**src/rtl/stfd_pkg.sv**
```systemverilog
// ----------------------------------------------------------------------------
// stfd_pkg: shared types, constants and helpers
// Sample formats, ring geometry, register map, control/status bundles and
// saturation helpers for the stereo tap feedback delay.
// ----------------------------------------------------------------------------
package stfd_pkg;

	localparam int SAMPLE_BITS    = 24;
	localparam int WIDE_BITS      = SAMPLE_BITS + 8;
	localparam int RING_DEPTH     = 32768;              // power of two
	localparam int RING_AW        = $clog2(RING_DEPTH);
	localparam int FILL_BITS      = RING_AW + 1;
	localparam int DELAY_BITS     = 15;
	localparam int GAIN_BITS      = 16;
	localparam int CFG_DATA_BITS  = 16;
	localparam int CFG_INDEX_BITS = 3;

	localparam logic [DELAY_BITS-1:0] DELAY_RESET = DELAY_BITS'(10880);

	localparam logic signed [16:0] BLK_IN_COEF    = 17'sd65408;
	localparam logic signed [10:0] BLK_STATE_COEF = -11'sd257;

	typedef enum logic [CFG_INDEX_BITS-1:0] {
		REG_CENTRE_DELAY   = 3'd0,
		REG_LEFT_DELAY     = 3'd1,
		REG_RIGHT_DELAY    = 3'd2,
		REG_CENTRE_GAIN    = 3'd3,
		REG_LEFT_GAIN      = 3'd4,
		REG_RIGHT_GAIN     = 3'd5,
		REG_FEEDBACK_GAIN  = 3'd6,
		REG_PREFILTER_COEF = 3'd7
	} reg_index_t;

	typedef enum logic [1:0] {
		TAP_CENTRE = 2'd0,
		TAP_LEFT   = 2'd1,
		TAP_RIGHT  = 2'd2
	} tap_sel_t;

	typedef struct packed {
		logic [DELAY_BITS-1:0] centre_delay;
		logic [DELAY_BITS-1:0] left_delay;
		logic [DELAY_BITS-1:0] right_delay;
		logic [GAIN_BITS-1:0]  centre_amp;
		logic [GAIN_BITS-1:0]  left_amp;
		logic [GAIN_BITS-1:0]  right_amp;
		logic [GAIN_BITS-1:0]  feedback_gain;   // signed Q1.15
		logic [GAIN_BITS-1:0]  prefilter_coef;
	} cfg_t;

	typedef struct packed {
		logic     ld_in;
		logic     do_blk;
		logic     do_filt;
		logic     do_wr;
		logic     rd_en;
		tap_sel_t rd_sel;
		logic     lat_c;
		logic     lat_l;
		logic     do_mul;
		logic     do_sum;
	} cmd_t;

	typedef struct packed {
		logic out_busy;
	} stat_t;

	function automatic logic signed [WIDE_BITS-1:0] sat_wide(input logic signed [63:0] v);
		logic signed [63:0] hi;
		logic signed [63:0] lo;
		hi = (64'sd1 <<< (WIDE_BITS - 1)) - 64'sd1;
		lo = -hi - 64'sd1;
		if (v > hi)
			return WIDE_BITS'(hi);
		else if (v < lo)
			return WIDE_BITS'(lo);
		else
			return WIDE_BITS'(v);
	endfunction

	function automatic logic signed [SAMPLE_BITS-1:0] sat_sample(input logic signed [63:0] v);
		logic signed [63:0] hi;
		logic signed [63:0] lo;
		hi = (64'sd1 <<< (SAMPLE_BITS - 1)) - 64'sd1;
		lo = -hi - 64'sd1;
		if (v > hi)
			return SAMPLE_BITS'(hi);
		else if (v < lo)
			return SAMPLE_BITS'(lo);
		else
			return SAMPLE_BITS'(v);
	endfunction

	// delay modulo ring depth
	function automatic logic [RING_AW-1:0] tap_offset(input logic [DELAY_BITS-1:0] d);
		logic [31:0] w;
		w = 32'(d);
		return w[RING_AW-1:0];
	endfunction

endpackage

```
**src/rtl/stfd_regs.sv**
```systemverilog
// ----------------------------------------------------------------------------
// stfd_regs: configuration register file
// Write-only registers, one per index, with their reset values.
// ----------------------------------------------------------------------------
module stfd_regs (
	input  logic                                 clk,
	input  logic                                 arst_n,
	input  logic                                 wr_en,
	input  logic [stfd_pkg::CFG_INDEX_BITS-1:0]  wr_index,
	input  logic [stfd_pkg::CFG_DATA_BITS-1:0]   wr_data,
	output stfd_pkg::cfg_t                       cfg
);

	stfd_pkg::cfg_t cfg_q;

	always_ff @(posedge clk or negedge arst_n) begin
		if (!arst_n) begin
			cfg_q.centre_delay   <= stfd_pkg::DELAY_RESET;
			cfg_q.left_delay     <= stfd_pkg::DELAY_RESET;
			cfg_q.right_delay    <= stfd_pkg::DELAY_RESET;
			cfg_q.centre_amp     <= '0;
			cfg_q.left_amp       <= '0;
			cfg_q.right_amp      <= '0;
			cfg_q.feedback_gain  <= '0;
			cfg_q.prefilter_coef <= '0;
		end else if (wr_en) begin
			unique case (stfd_pkg::reg_index_t'(wr_index))
				stfd_pkg::REG_CENTRE_DELAY:
					cfg_q.centre_delay <= wr_data[stfd_pkg::DELAY_BITS-1:0];
				stfd_pkg::REG_LEFT_DELAY:
					cfg_q.left_delay <= wr_data[stfd_pkg::DELAY_BITS-1:0];
				stfd_pkg::REG_RIGHT_DELAY:
					cfg_q.right_delay <= wr_data[stfd_pkg::DELAY_BITS-1:0];
				stfd_pkg::REG_CENTRE_GAIN:
					cfg_q.centre_amp <= wr_data[stfd_pkg::GAIN_BITS-1:0];
				stfd_pkg::REG_LEFT_GAIN:
					cfg_q.left_amp <= wr_data[stfd_pkg::GAIN_BITS-1:0];
				stfd_pkg::REG_RIGHT_GAIN:
					cfg_q.right_amp <= wr_data[stfd_pkg::GAIN_BITS-1:0];
				stfd_pkg::REG_FEEDBACK_GAIN:
					cfg_q.feedback_gain <= wr_data[stfd_pkg::GAIN_BITS-1:0];
				stfd_pkg::REG_PREFILTER_COEF:
					cfg_q.prefilter_coef <= wr_data[stfd_pkg::GAIN_BITS-1:0];
			endcase
		end
	end

	assign cfg = cfg_q;

endmodule

```
**config.mk**
```make
export PLATFORM = sky130hd
export DESIGN_NAME = stfd_regs
export DESIGN_NICKNAME = d
export VERILOG_FILES = /design/src/rtl/stfd_pkg.sv /design/src/rtl/stfd_regs.sv
export SDC_FILE = /design/constraint.sdc
export NUM_CORES = 1
export LEC_CHECK = 0
export BUFFER_PORTS_ARGS = -buffer_cell sky130_fd_sc_hd__buf_2
export CORE_MARGIN = 2
export CORE_UTILIZATION = 50
export DETAILED_ROUTE_END_ITERATION = 6
export PLACE_DENSITY = 0.77
export SLEW_MARGIN = 10
export SYNTH_ARGS = -nofsm -noshare
export SYNTH_HDL_FRONTEND = slang
export SYNTH_SLANG_ARGS = --single-unit
```
**constraint.sdc**
```tcl
create_clock -name clk -period 2 [get_ports clk]
set_clock_uncertainty 0.15 [all_clocks]
set_input_delay 0.3 -clock clk [delete_from_list [all_inputs] [get_ports clk]]
set_output_delay 0.3 -clock clk [all_outputs]
set_load 0.05 [all_outputs]
```
==> impl_metrics.yaml <==
min_path:
  hold_class: "input pin to flip-flop"
  holdPathEnd: "cfg[98]"
  whs_path_depth: 2
  hold_start: "wr_data[3]"
drt:
  viasPerCell: 5.065
  drt_iter0_markers: 100
  drc_errors: 0
  routedWlPerCell_um: 18.74
  finalWirelength_um: 11170
  ant_nets: 0
  first_pass_iters: 4
  vias: 3019
setup_path:
  end_kind: "primary output"
  critPathMaxFanout: 2
  critPathLaunchType: "flip-flop"
  crit_family: "flip-flops"
  critical_path_class: "flip-flop to primary output"
  slowest_stage: "dfstp_2"
  rr_endpoint: "cfg[122]"
  r2r_cells: 1
  required_ns: 1.55
  path_buf_inv: 1
  rrSetupSlack_ns: 1.04
  slowest_delay_ns: 0.53
  reg2reg_from: "cfg[122]"
  arrival_ns: 1.30
  path_cells: "buf_2"
finish:
  fillers: 741
  drive_gt1_share_pct: 72.14
  syn2layout_area_growth_pct: 33.78
  largest_reg_flops: 125
  fin_nets: 472
  antenna_cells: 0
synthesis:
  synth-seq-cells: 125
  synthTopCellsByCount: "dfrtp_1 (113), mux2_2 (109), mux2_4 (16)"
  synth_fp_nets: 295
  yosys.area.top_type: "dfrtp_1"
  syn_inst: 273
  avgSynthCellArea_um2: 17.92
  synth-edff-count: 0
  synth_cell_type_count: 13
  synth.most_common_cell: "dfrtp_1"
  synthArstFlopShare_pct: 100.0
  synth_area_leaders: "dfrtp_1 (58%), mux2_2 (25%), dfstp_2 (6.4%)"
  yosysTopAreaCellShare_pct: 57.79
  yosysWarnings: 0
  synth_ff_type: "dfrtp_1"
  yosysSeqAreaShare_pct: 64.23
  netlist_area_um2: 4893
clocking:
  path_clk_slew_ns: 0.06
  cts_buffer_depth: 2
  ctsResizeCount: 0
  cts_num_sinks: 125
  clockRootBuffer: "clkbuf_8"
  cts_buffers: 17
  clkLatencyLatePin_ns: 0.51
  cts_htree_levels: 4
  tritoncts: "yes"
floorplan:
  die_w_um: 102.9
  core_area_um2: 9639
  die_area_um2: 10590
  fp.dieH_um: 102.9
  ios: 147
  initial_core_util_pct: 50.77
  rows: 36
global_route:
  grt_use_total_pct: 22.02
  antenna_found_initial: 0
  grt_max_degree: 36
  grt_first_pass_wirelength_um: 17020
  grt_overflow: 0
  grt_pass1_vias: 3115
timing:
  setup_viol: 0
  worst_slack_ns: 0.2481
  setup_tns_ns: 0
  rsz0062_at_grt: "no"
  final_max_slew_viol_count: 0
  relSlewSlack_pct: 67.91
  fin_crit_sh_pct: 87.60
  tightest_slew_ns: 0.4814
  layout_min_cycle_time_ns: 1.752
  fmax_ghz: 0.5708
  finalHoldViolations: 0
outcome:
  status: "complete, no violations"
placed_design:
  gp_congestion: 0.7731
  pre_cts_slack_ns: 0.2211
  io_buffers: 146
  dp_hpwl_um: 7522
power_and_ir_drop:
  power_density_nw_per_um2: 1500
  p_leak_nw: 3.138
  ir_drop_mv: 0.7770
run:
  drv_cap: 0
## cell usage in the layout (no fill, tap or decap)
master	count
clkinvlp_4	4
dfrtp_1	113
nand4b_2	1
dlygate4sd3_1	16
and4bb_2	3
nor4b_4	1
nand4_2	1
mux2_2	109
clkbuf_8	3
clkbuf_16	16
buf_2	145
bufinv_16	2
clkinv_4	2
mux2_4	16
buf_12	6
inv_6	2
dfstp_2	12
clkinv_2	3
buf_4	6
nand4b_4	2
## worst max path at each step
stage	cells past startpoint	startpoint	end
after detailed placement	3	wr_index[2]	cfg[80]
after global placement	3	wr_index[2]	cfg[92]
after CTS	1	cfg[119]	cfg[119]
final	1	cfg[121]	cfg[121]
after floorplan	4	wr_index[0]	cfg[115]
after global routing	1	cfg[91]	cfg[91]
## power by group
group	internal (mW)	switching [mW]
Combinational	0.897	2.56
Clock	1.84	1.10
Sequential	3.13	0.287
## per-stage QoR
stage | total power, mW | util, % | instance area, µm² | cells | hold slack (ns)
after floorplan | 6.026 | - | 4893 | 273 | -0.1456
after global placement | 6.831 | 60.22 | 5804 | 548 | 0.1453
after detailed placement | 6.899 | 60.22 | 5804 | 548 | 0.1436
after CTS | 9.888 | 67.91 | 6546 | 596 | 0.01088
after global routing | 10.21 | 67.91 | 6546 | 596 | 0.03296
final | 9.820 | 67.91 | 6546 | 596 | 0.02653
## per-layer routing
| metal | up-vias | track usage, % | routed length (µm) |
|---|---|---|---|
| met5 | - | 0 | 0 |
| met4 | 0 | 8.806 | 233 |
| met3 | 18 | 8.203 | 889 |
| met2 | 114 | 34.77 | 5319 |
| met1 | 1543 | 27.65 | 4729 |
| li1 | 1344 | - | - |
## area by class of cell
cell class | instances | area [µm²] | share of cell area [%]
repair buffers | 173 | 1051 | 16.06
multi-input cells | 133 | 1604 | 24.50
flip-flops and latches | 125 | 3143 | 48.01
well taps | 133 | 166.4 | 2.542
clock buffers | 19 | 441.7 | 6.747
clock inverters | 13 | 140.1 | 2.141
## cells by family (layout without fill, tap and decap cells)
logic type | after synthesis | after routing | share of synthesized area (%)
AND/OR/NAND/NOR | 8 | 8 | 2.787
multiplexers | 125 | 125 | 29.99
buffers and inverters | 15 | 205 | 2.991
flip-flops | 125 | 125 | 64.23
## what timing repair did
item                                   4_1_cts  5_1_grt
endpoints found under the hold margin      208        0
hold buffers                                16        0
buffers inserted                             0        0
Note: power is estimated with default switching activity, not from simulation.
