`src/rtl/stfd_pkg.sv`:
```
// ----------------------------------------------------------------------------
// stfd_pkg: shared types, constants and helpers
// Sample formats, ring geometry, register map, control/status bundles and
// saturation helpers for the stereo tap feedback delay.
// ----------------------------------------------------------------------------
package stfd_pkg;

	localparam int SAMPLE_BITS    = 24;
	localparam int WIDE_BITS      = SAMPLE_BITS + 8;
	localparam int RING_DEPTH     = 32768;              // power of two
	localparam int RING_AW        = $clog2(RING_DEPTH);
	localparam int FILL_BITS      = RING_AW + 1;
	localparam int DELAY_BITS     = 15;
	localparam int GAIN_BITS      = 16;
	localparam int CFG_DATA_BITS  = 16;
	localparam int CFG_INDEX_BITS = 3;

	localparam logic [DELAY_BITS-1:0] DELAY_RESET = DELAY_BITS'(10880);

	localparam logic signed [16:0] BLK_IN_COEF    = 17'sd65408;
	localparam logic signed [10:0] BLK_STATE_COEF = -11'sd257;

	typedef enum logic [CFG_INDEX_BITS-1:0] {
		REG_CENTRE_DELAY   = 3'd0,
		REG_LEFT_DELAY     = 3'd1,
		REG_RIGHT_DELAY    = 3'd2,
		REG_CENTRE_GAIN    = 3'd3,
		REG_LEFT_GAIN      = 3'd4,
		REG_RIGHT_GAIN     = 3'd5,
		REG_FEEDBACK_GAIN  = 3'd6,
		REG_PREFILTER_COEF = 3'd7
	} reg_index_t;

	typedef enum logic [1:0] {
		TAP_CENTRE = 2'd0,
		TAP_LEFT   = 2'd1,
		TAP_RIGHT  = 2'd2
	} tap_sel_t;

	typedef struct packed {
		logic [DELAY_BITS-1:0] centre_delay;
		logic [DELAY_BITS-1:0] left_delay;
		logic [DELAY_BITS-1:0] right_delay;
		logic [GAIN_BITS-1:0]  centre_amp;
		logic [GAIN_BITS-1:0]  left_amp;
		logic [GAIN_BITS-1:0]  right_amp;
		logic [GAIN_BITS-1:0]  feedback_gain;   // signed Q1.15
		logic [GAIN_BITS-1:0]  prefilter_coef;
	} cfg_t;

	typedef struct packed {
		logic     ld_in;
		logic     do_blk;
		logic     do_filt;
		logic     do_wr;
		logic     rd_en;
		tap_sel_t rd_sel;
		logic     lat_c;
		logic     lat_l;
		logic     do_mul;
		logic     do_sum;
	} cmd_t;

	typedef struct packed {
		logic out_busy;
	} stat_t;

	function automatic logic signed [WIDE_BITS-1:0] sat_wide(input logic signed [63:0] v);
		logic signed [63:0] hi;
		logic signed [63:0] lo;
		hi = (64'sd1 <<< (WIDE_BITS - 1)) - 64'sd1;
		lo = -hi - 64'sd1;
		if (v > hi)
			return WIDE_BITS'(hi);
		else if (v < lo)
			return WIDE_BITS'(lo);
		else
			return WIDE_BITS'(v);
	endfunction

	function automatic logic signed [SAMPLE_BITS-1:0] sat_sample(input logic signed [63:0] v);
		logic signed [63:0] hi;
		logic signed [63:0] lo;
		hi = (64'sd1 <<< (SAMPLE_BITS - 1)) - 64'sd1;
		lo = -hi - 64'sd1;
		if (v > hi)
			return SAMPLE_BITS'(hi);
		else if (v < lo)
			return SAMPLE_BITS'(lo);
		else
			return SAMPLE_BITS'(v);
	endfunction

	// delay modulo ring depth
	function automatic logic [RING_AW-1:0] tap_offset(input logic [DELAY_BITS-1:0] d);
		logic [31:0] w;
		w = 32'(d);
		return w[RING_AW-1:0];
	endfunction

endpackage

```
`src/rtl/stfd_ctrl.sv`:
```
// ----------------------------------------------------------------------------
// stfd_ctrl: item sequencer
// Steps one word through conditioning, ring write, three tap reads,
// gain products and the output sum.
// ----------------------------------------------------------------------------
module stfd_ctrl (
	input  logic                 clk,
	input  logic                 arst_n,
	input  logic                 in_valid,
	output logic                 in_ready,
	input  stfd_pkg::stat_t      stat,
	output stfd_pkg::cmd_t       cmd
);

	typedef enum logic [8:0] {
		ST_IDLE = 9'b000000001,
		ST_BLK  = 9'b000000010,
		ST_FILT = 9'b000000100,
		ST_WR   = 9'b000001000,
		ST_RDC  = 9'b000010000,
		ST_RDL  = 9'b000100000,
		ST_RDR  = 9'b001000000,
		ST_MUL  = 9'b010000000,
		ST_SUM  = 9'b100000000
	} state_t;

	state_t state_q;
	state_t state_d;

	always_comb begin
		state_d    = state_q;
		cmd        = '0;
		cmd.rd_sel = stfd_pkg::TAP_CENTRE;
		in_ready   = 1'b0;
		unique case (state_q)
			ST_IDLE: begin
				in_ready  = 1'b1;
				cmd.ld_in = in_valid;
				if (in_valid)
					state_d = ST_BLK;
			end
			ST_BLK: begin
				cmd.do_blk = 1'b1;
				state_d    = ST_FILT;
			end
			ST_FILT: begin
				cmd.do_filt = 1'b1;
				state_d     = ST_WR;
			end
			ST_WR: begin
				cmd.do_wr = 1'b1;
				state_d   = ST_RDC;
			end
			ST_RDC: begin
				cmd.rd_en  = 1'b1;
				cmd.rd_sel = stfd_pkg::TAP_CENTRE;
				state_d    = ST_RDL;
			end
			ST_RDL: begin
				cmd.rd_en  = 1'b1;
				cmd.rd_sel = stfd_pkg::TAP_LEFT;
				cmd.lat_c  = 1'b1;
				state_d    = ST_RDR;
			end
			ST_RDR: begin
				cmd.rd_en  = 1'b1;
				cmd.rd_sel = stfd_pkg::TAP_RIGHT;
				cmd.lat_l  = 1'b1;
				state_d    = ST_MUL;
			end
			ST_MUL: begin
				cmd.do_mul = 1'b1;
				state_d    = ST_SUM;
			end
			ST_SUM: begin
				cmd.do_sum = !stat.out_busy;
				if (!stat.out_busy)
					state_d = ST_IDLE;
			end
			default: begin
				state_d = ST_IDLE;
			end
		endcase
	end

	always_ff @(posedge clk or negedge arst_n) begin
		if (!arst_n)
			state_q <= ST_IDLE;
		else
			state_q <= state_d;
	end

endmodule

```
`config.mk`:
```
export PLATFORM = sky130hd
export DESIGN_NAME = stfd_ctrl
export DESIGN_NICKNAME = d
export VERILOG_FILES = /design/src/rtl/stfd_pkg.sv /design/src/rtl/stfd_ctrl.sv
export SDC_FILE = /design/constraint.sdc
export NUM_CORES = 1
export LEC_CHECK = 0
export BUFFER_PORTS_ARGS = -buffer_cell sky130_fd_sc_hd__buf_2
export CORE_AREA = 2 2 39 41
export CTS_BUF_LIST = sky130_fd_sc_hd__clkbuf_8
export CTS_CLUSTER_DIAMETER = 200
export DETAILED_ROUTE_END_ITERATION = 16
export DIE_AREA = 0 0 41 43
export GPL_ROUTABILITY_DRIVEN = 0
export PLACE_DENSITY_LB_ADDON = 0.3
export SKIP_LAST_GASP = 1
export SLEW_MARGIN = 10
export SYNTH_ARGS = -nofsm -noshare
export SYNTH_HDL_FRONTEND = slang
export SYNTH_SLANG_ARGS = --single-unit
```
`constraint.sdc`:
```
create_clock -name clk -period 2.7 [get_ports clk]
set_clock_uncertainty 0.05 [all_clocks]
set_input_delay 0.135 -clock clk [delete_from_list [all_inputs] [get_ports clk]]
set_output_delay 0.135 -clock clk [all_outputs]
set_load 0.02 [all_outputs]
```
==> flow_metrics.tcl, run 1 <==
set metrics [dict create \
    finalCriticalPeriod_ns 1.856 \
    stdcell_area_sq_um 624.3 \
    critPathArrivalTime_ns 1.67 \
    synth_top_area_share 0.4103 \
    p_comb_frac 0.382 \
    path_cells "nor3_2, nand3b_2, nor4b_1, buf_2" \
    ios 16 \
    synth-seq-cells 9 \
    dpl-instance-area_sq_um 568.0 \
    worst_pin_slew_ns 0.2979 \
    diodes 0 \
    clock-sinks 9 \
    vdd_ir_drop_max_mv 0.5436 \
    r2r-end "state_q[7]" \
    fin_crit_sh 0.6873 \
    largest_reg_flops 9 \
    rsz0062_at_grt "no" \
    power_frac_clock 0.275 \
    finish.utilization 0.4512 \
    yosysSeqAreaShare 0.4641 \
    synth_cell_types 19 \
    synthesis.nets 56 \
    cpLargestDelayFamily "simple AND/OR/NAND/NOR gates" \
    max_clock_freq_mhz 538.8 \
    synthesis.area_sq_um 488.0 \
    synth-warning-count 0 \
    maxCapViolCount 0 \
    cts_htree_levels 1 \
    grt_usage 0.1433 \
    cts_buffer_depth 2 \
    wirelength_um 982 \
    internal_power_mw 0.3495 \
    num_rows 14 \
    reg2regPathDepth 3 \
    syn2layout_area_growth_pct 27.95 \
    netSwitchingFraction 0.3812 \
    critPathRequiredTime_ns 2.52 \
    switchingPower_mw 0.2153 \
    worst-path-buf-inv 1 \
    via_count 428 \
    worst-setup-path-type "flip-flop to output port" \
    drc 0 \
    syn_area_per_cell_sq_um 9.384 \
    die_w_um 41 \
    cts_buffers 3 \
    antenna_found_initial 0 \
    end_kind "output port" \
    cts_tree "done" \
    r2r_slack_ns 1.38 \
    p_leak_nw 0.3254 \
    seq_power_share 0.343 \
    min_path_type "primary input to flip-flop" \
    powerDensity_nw_per_um2 904.6 \
    status "finished, final reports clean" \
    critPathLaunchType "flip-flop" \
    fin_cells 86 \
    cts.clk_slew.worst_paths_ns 0.05 \
    cp_slowest_stage_delay_ns 0.43 \
    first_iter_violations 4 \
    fp.dieH_um 43 \
    ant_nets 0 \
    root_buffer "clkbuf_8" \
    worstReg2RegStart "state_q[2]" \
    dr.pass1.iters 4 \
    grt_max_degree 10 \
    timing.final.max_slew_violations 0 \
    setup_viol 0 \
    drive_gt1_frac 0.3286 \
    core-area_sq_um 1384 \
    min_to "state_q[0]" \
    path_max_fanout 7 \
    drt-vias-per-instance 4.977 \
    dpl.hpwl_um 741.9 \
    maxSlewHeadroom 0.7986 \
    overflow 0 \
    yosys-top-cells-area "dfrtp_1 (41%), nor2_1 (9.2%), nor4b_1 (7.2%), dfstp_2 (5.4%), nand3b_1 (4.6%)" \
    hold_violations 0 \
    grt_pass1_vias 401 \
    die_area_sq_um 1763 \
    fin_tns_setup_ns 0 \
    largest-register "state_q" \
    final_nets 75 \
    reg_top3 "state_q x9" \
    initial_core_util 0.3526 \
    synthesis.instances 52 \
    grt_pass1_wl_um 1731 \
    dpl.cell_count 81 \
    clk_latency_ns 0.23 \
    hp-start "in_valid" \
    min_path_cells 2 \
    postCtsSetupRepairBufs 0 \
    cp_slowest_cell "dfrtp_1" \
    yosysTopAreaCell "dfrtp_1" \
    portBuffers 15 \
    wl_per_cell_um 11.42 \
]
[cell type report]
class | instances | area, sq um
multi-input cells | 40 | 242.7
clock inverters | 1 | 5.005
inverters | 1 | 3.754
fillers | 144 | 759.5
flip-flops and latches | 9 | 226.5
clock buffers | 3 | 41.29
repair buffers | 16 | 85.08
well taps | 16 | 20.02
[per-layer routing]
metal / global-route usage / up-vias / share of wire / routed length, um
li1: - / 219 / - / -
met1: 0.2074 / 198 / 0.49 / 486
met2: 0.2000 / 9 / 0.46 / 450
met3: 0.03141 / 2 / 0.031 / 30
met4: 0.06000 / 0 / 0.014 / 14
met5: 0 / - / 0 / 0
[power groups by stage]
stage	Combinational, mW	Clock, mW	Sequential, mW
2_1_floorplan	0.170	0	0.189
3_3_place_gp	0.212	0	0.193
3_5_place_dp	0.214	0	0.196
4_1_cts	0.216	0.157	0.194
5_1_grt	0.244	0.169	0.199
6_report	0.216	0.155	0.194
[Yosys cell counts]
cell type / count
a21oi_1: 2
a31oi_1: 1
and2_1: 2
buf_4: 2
dfrtp_1: 8
dfstp_2: 1
inv_1: 1
nand2_1: 3
nand2b_1: 3
nand3_1: 1
nand3b_1: 3
nand3b_2: 1
nand4_1: 1
nor2_1: 12
nor3_2: 2
nor4_1: 2
nor4b_1: 4
o32ai_1: 1
xor2_1: 2
[stage by stage]
step | total power [mW] | setup slack, ns | hold slack, ns
final | 0.5648 | 0.8442 | 0.02031
after global routing | 0.6121 | 0.7127 | 0.02404
after CTS | 0.5671 | 0.8377 | 0.01923
after detailed placement | 0.4100 | 1.089 | -0.05639
after global placement | 0.4047 | 1.124 | -0.05429
after floorplan | 0.3588 | 0.5811 | -0.2106
[worst reg2reg max path, delay by kind of cell (launching register included)]
family,cells,cell delay (ns)
simple gates,3,0.74
flops,1,0.43
[worst max-delay path by stage]
stage          depth (start not counted)  endpoint  slack (ns)       start
4_1_cts                                4    cmd[5]        0.84  state_q[2]
3_3_place_gp                           4    cmd[5]        1.12  state_q[2]
3_5_place_dp                           4    cmd[5]        1.09  state_q[2]
5_1_grt                                4    cmd[5]        0.71  state_q[2]
6_report                               4    cmd[5]        0.84  state_q[2]
2_1_floorplan                          4    cmd[5]        0.58  state_q[2]
[logic make-up after synthesis]
logic type                synth area share
DFF                                 0.4641
buffers and inverters              0.03845
and+or+nand+nor                     0.4102
AOI/OAI and AO/OA                  0.05129
xor gates and xnor gates           0.03590
[timing repair]
action | CTS | global route
endpoints found under the hold margin | 9 | 0
hold buffers | 1 | 0
gates resized for setup | 0 | 0
[cells in the final DEF, fill, tap and decap left out, types with 2 or more instances in the layout]
cell type  count
buf_2         15
nor2_1        12
dfrtp_1        8
nor4b_1        4
nand2b_1       3
nand2_1        3
nand3b_1       3
clkbuf_8       3
nor3_2         2
nor4_1         2
xor2_1         2
a21oi_1        2
and2_1         2
Power figures use the tool's default switching activity.
==> inputs of run 2 (changes only) <==
- ABC_AREA: default -> 1
- clock period: 2.7 -> 1.8 ns (I/O delays scaled with it)
==> flow_metrics.tcl, run 2 <==
set metrics [dict create \
    status "finished, final reports clean" \
    path_max_fanout 5 \
    via_count 560 \
    yosys-top-cells-area "dfrtp_1 (33%), inv_1 (9.9%), nand2_1 (9.2%), nand3_1 (9.0%), nor2_1 (8.0%)" \
    worst_pin_slew_ns 0.3131 \
    initial_core_util 0.4403 \
    cts_buffer_depth 2 \
    syn_area_per_cell_sq_um 6.846 \
    final.setup.worst_slack_ns 0.2065 \
    critPathArrivalTime_ns 1.45 \
    pre_cts_ws_ns 0.4737 \
    synthFlopType "dfrtp_1" \
    min_path_cells 3 \
    wirelength_um 1167 \
    synth.most_common_cell "inv_1" \
    synthesis.nets 93 \
    grt_pass1_vias 456 \
    root_buffer "clkbuf_8" \
    drive_gt1_frac 0.3208 \
    r2r-end "state_q[0]" \
    end_kind "output port" \
    hp-start "in_valid" \
    reg2regPathDepth 8 \
    fin_crit_sh 0.8853 \
    vdd_ir_drop_max_mv 0.5424 \
    synth_compound_area_frac 0 \
    grt_max_degree 10 \
    fin_tns_setup_ns 0 \
    ant_nets 0 \
    antenna_found_initial 0 \
    critPathRequiredTime_ns 1.66 \
    synth_edf_count 0 \
    clock-sinks 9 \
    drc 0 \
    die_area_sq_um 1763 \
    maxSlewHeadroom 0.7913 \
    dr.pass1.iters 4 \
    clk_latency_ns 0.24 \
    grt_pass1_wl_um 1745 \
    final_nets 111 \
    powerDensity_nw_per_um2 1309 \
    syn2layout_area_growth_pct 20.53 \
    max_clock_freq_mhz 627.5 \
    worst-setup-path-type "flip-flop to output port" \
    synthesis.area_sq_um 609.3 \
    cts.clk_slew.worst_paths_ns 0.05 \
    cts_htree_levels 1 \
    finalCriticalPeriod_ns 1.594 \
    synth_cell_types 17 \
    hold_violations 0 \
    dpl.hpwl_um 946.8 \
    cts_resized 0 \
    synth-seq-cells 9 \
    maxCapViolCount 0 \
    synth-simple-area-share 0.4517 \
    overflow 0 \
    cts_tree "done" \
    worstReg2RegStart "state_q[5]" \
    portBuffers 15 \
    p_total_mw 0.9612 \
    cts_buffers 3 \
    synth_mux_area_frac 0 \
    drt-vias-per-instance 4.590 \
    first_iter_violations 6 \
    async_reset_ff_frac 1.000 \
    die_w_um 41 \
    synth_top_area_share 0.3285 \
    ios 16 \
    finish.utilization 0.5307 \
    yosysSeqAreaShare 0.3717 \
    synth-warning-count 0 \
    reg_top3 "state_q x9" \
    yosys.area_share.xor_xnor 0 \
    final_cell_mix "inv_1 (16), nand2_1 (15), buf_2 (15)" \
    grt_usage 0.1540 \
    synth_top_family_by_area "simple AND/OR/NAND/NOR gates" \
    largest_reg_flops 9 \
    min_to "state_q[1]" \
    r2r_slack_ns 0.49 \
    wl_per_cell_um 9.566 \
    fillers 132 \
    yosysTopAreaCell "dfrtp_1" \
    min_path_type "primary input to flip-flop" \
    rsz0062_at_grt "no" \
    core-area_sq_um 1384 \
    diodes 0 \
    synthesis.instances 89 \
    synth_commonest_cells "inv_1 (16), nand2_1 (15), nor2_1 (13), nand3_1 (11), dfrtp_1 (8)" \
    timing.final.max_slew_violations 0 \
    critPathLaunchType "flip-flop" \
    synthAdderAreaFrac 0 \
    fp.dieH_um 43 \
    num_rows 14 \
    p_leak_nw 0.4827 \
    final_common_cell "inv_1" \
    largest-register "state_q" \
    setup_viol 0 \
]
run 2: timing repair:
action	CTS	global route
hold buffers	1	0
endpoints found under the hold margin	9	0
buffers inserted	0	0
run 2: per-stage QoR:
step | instances | area, sq um | hold WS [ns]
2_1_floorplan | 89 | 609.3 | -0.2556
3_3_place_gp | 117 | 678.2 | -0.09970
3_5_place_dp | 117 | 678.2 | -0.09485
4_1_cts | 122 | 734.5 | 0.06573
5_1_grt | 122 | 734.5 | 0.09914
6_report | 122 | 734.5 | 0.06288
run 2: where the power goes:
part	switching (mW)	internal (mW)	total [mW]
registers	0.0356	0.246	0.282
logic	0.293	0.148	0.442
clock network	0.0863	0.151	0.238
run 2: logic make-up (layout without fill, tap and decap cells):
family | Yosys count | after routing
AND/OR/NAND/NOR | 56 | 56
buffers and inverters | 24 | 41
flip-flops | 9 | 9
run 2: critical path: stages, from the launching register on:
cell     delay [ns]
dfrtp_1        0.41
nor2_4         0.16
nand2_2        0.12
inv_2          0.11
nand2_1        0.09
nor3_1         0.14
buf_2          0.19
run 2: layout make-up:
type / count / area (sq um) / area share
clock buffers: 3 / 41.29 / 0.05622
well taps: 16 / 20.02 / 0.02726
clock inverters: 1 / 5.005 / 0.006814
multi-input cells: 56 / 275.3 / 0.3748
repair buffers: 16 / 85.08 / 0.1158
inverters: 21 / 81.33 / 0.1107
flip-flops and latches: 9 / 226.5 / 0.3083
run 2: per-layer routing:
metal	global-route usage	vias up	part of all wire
met3	0.04712	5	0.057
met2	0.2219	14	0.46
met1	0.1788	233	0.45
met4	0.1200	0	0.030
met5	0	-	0
li1	-	308	-
run 2: worst max-delay path by stage:
stage | from | to | slack [ns]
CTS | state_q[5] | cmd[7] | 0.21
finish | state_q[5] | cmd[7] | 0.21
global placement | state_q[6] | cmd[8] | 0.51
global route | state_q[6] | cmd[7] | 0.12
detailed placement | state_q[5] | cmd[7] | 0.47
floorplan | state_q[1] | cmd[0] | 0.37
==> inputs of run 3 (changes only) <==
- PLACE_DENSITY_LB_ADDON: 0.3 -> 0.05
==> flow_metrics.tcl, run 3 (synthesized netlist as in run 2, its figures left out) <==
set metrics [dict create \
    hp-start "in_valid" \
    fin_crit_sh 0.8850 \
    cts_htree_levels 1 \
    largest_reg_flops 9 \
    die_area_sq_um 1763 \
    r2r-end "state_q[0]" \
    cts_buffers 3 \
    fp.dieH_um 43 \
    syn2layout_area_growth_pct 20.33 \
    dr.pass1.iters 4 \
    cp.depth 6 \
    r2r_slack_ns 0.56 \
    final_common_cell "inv_1" \
    ant_nets 0 \
    root_buffer "clkbuf_8" \
    fin_tns_setup_ns 0 \
    die_w_um 41 \
    powerDensity_nw_per_um2 1303 \
    path_max_fanout 5 \
    drt-vias-per-instance 4.574 \
    portBuffers 15 \
    clock-sinks 9 \
    reg_top3 "state_q x9" \
    cts_tree "done" \
    initial_core_util 0.4403 \
    wirelength_um 1183 \
    num_rows 14 \
    maxCapViolCount 0 \
    dpl.hpwl_um 945.1 \
    grt_pass1_vias 472 \
    path_cells "nor2_4, nand2_2, inv_2, nand2_1, nor3_1, buf_2" \
    final_cell_mix "inv_1 (17), nand2_1 (15), buf_2 (15)" \
    cts.clk_slew.worst_paths_ns 0.05 \
    core-area_sq_um 1384 \
    worst-setup-path-type "flip-flop to output port" \
    postCtsSetupRepairBufs 0 \
    worst-path-buf-inv 2 \
    critPathRequiredTime_ns 1.66 \
    worst_pin_slew_ns 0.3100 \
    min_path_type "primary input to flip-flop" \
    min_path_cells 3 \
    status "finished, final reports clean" \
    drc 0 \
    min_to "state_q[1]" \
    drive_gt1_frac 0.3113 \
    finalCriticalPeriod_ns 1.593 \
    grt_max_degree 10 \
    diodes 0 \
    overflow 0 \
    reg2regPathDepth 8 \
    cts_buffer_depth 2 \
    worstReg2RegStart "state_q[0]" \
    cp_slowest_stage_delay_ns 0.41 \
    maxSlewHeadroom 0.7933 \
    clk_latency_ns 0.24 \
    p_leak_nw 0.4841 \
    critPathLaunchType "flip-flop" \
    cts_resized 0 \
    max_clock_freq_mhz 627.8 \
    via_count 558 \
    ios 16 \
    end_kind "output port" \
    cpLargestDelayFamily "simple AND/OR/NAND/NOR gates" \
    finish.utilization 0.5298 \
    first_iter_violations 11 \
    fillers 136 \
    setup_viol 0 \
    final_nets 111 \
    grt_usage 0.1714 \
    hold_violations 0 \
    vdd_ir_drop_max_mv 0.6671 \
    grt_pass1_wl_um 1876 \
    wl_per_cell_um 9.697 \
    rsz0062_at_grt "no" \
    antenna_found_initial 0 \
    timing.final.max_slew_violations 0 \
    cp_slowest_cell "dfrtp_1" \
    critPathArrivalTime_ns 1.45 \
    largest-register "state_q" \
]
## run 3: cell types whose count changed in the layout (fill, tap and decap cells not counted)
cell / before / now
inv_1: 16 / 17
clkinv_2: 1 / 0
## run 3: layer usage
| layer | share of wire | GRT usage | wire length (um) |
|---|---|---|---|
| met4 | 0.039 | 0.1600 | 46 |
| met2 | 0.44 | 0.2125 | 515 |
| met5 | 0 | 0 | 0 |
| met1 | 0.46 | 0.2126 | 544 |
| met3 | 0.064 | 0.06806 | 76 |
## run 3: worst max path at each step
stage,start,end
6_report,state_q[5],cmd[8]
5_1_grt,state_q[6],cmd[7]
4_1_cts,state_q[5],cmd[8]
3_5_place_dp,state_q[5],cmd[8]
3_3_place_gp,state_q[6],cmd[7]
2_1_floorplan,state_q[1],cmd[0]
## run 3: cell type report
class | instances | area [sq um] | share of cell area
Clock buffer | 3 | 41.29 | 0.05631
Clock inverter | 1 | 3.754 | 0.005119
Inverter | 21 | 81.33 | 0.1109
Multi-Input combinational cell | 56 | 275.3 | 0.3754
Sequential cell | 9 | 226.5 | 0.3089
Tap cell | 16 | 20.02 | 0.02730
Timing Repair Buffer | 16 | 85.08 | 0.1160
## run 3: metrics by stage
step | hold WS, ns | cells | total power [mW] | cell area [sq um] | worst slack (ns)
global route | 0.07420 | 122 | 1.035 | 733.2 | 0.07394
CTS | 0.06124 | 122 | 0.9660 | 733.2 | 0.2000
floorplan | -0.2556 | 89 | 0.6351 | 609.3 | 0.3696
detailed placement | -0.09416 | 117 | 0.7227 | 678.2 | 0.4554
finish | 0.06534 | 122 | 0.9557 | 733.2 | 0.2071
global placement | -0.08984 | 117 | 0.7205 | 678.2 | 0.4991
## run 3: tightest hold or removal path: cells and delay by family
| family | cells | cell delay (ns) |
|---|---|---|
| AND/OR/NAND/NOR | 1 | 0.09 |
| buffers and inverters | 2 | 0.12 |
## run 3: repair_timing
| item | CTS | global route |
|---|---|---|
| hold buffers | 1 | 0 |
| setup endpoints to repair | 0 | 0 |
| hold endpoints to repair | 9 | 0 |
## run 3: where the power goes
group | leakage [nW] | switching, mW | internal [mW]
combinational | 0.336 | 0.289 | 0.148
clock | 0.0269 | 0.0890 | 0.149
sequential | 0.121 | 0.0341 | 0.246
total | 0.484 | 0.412 | 0.544
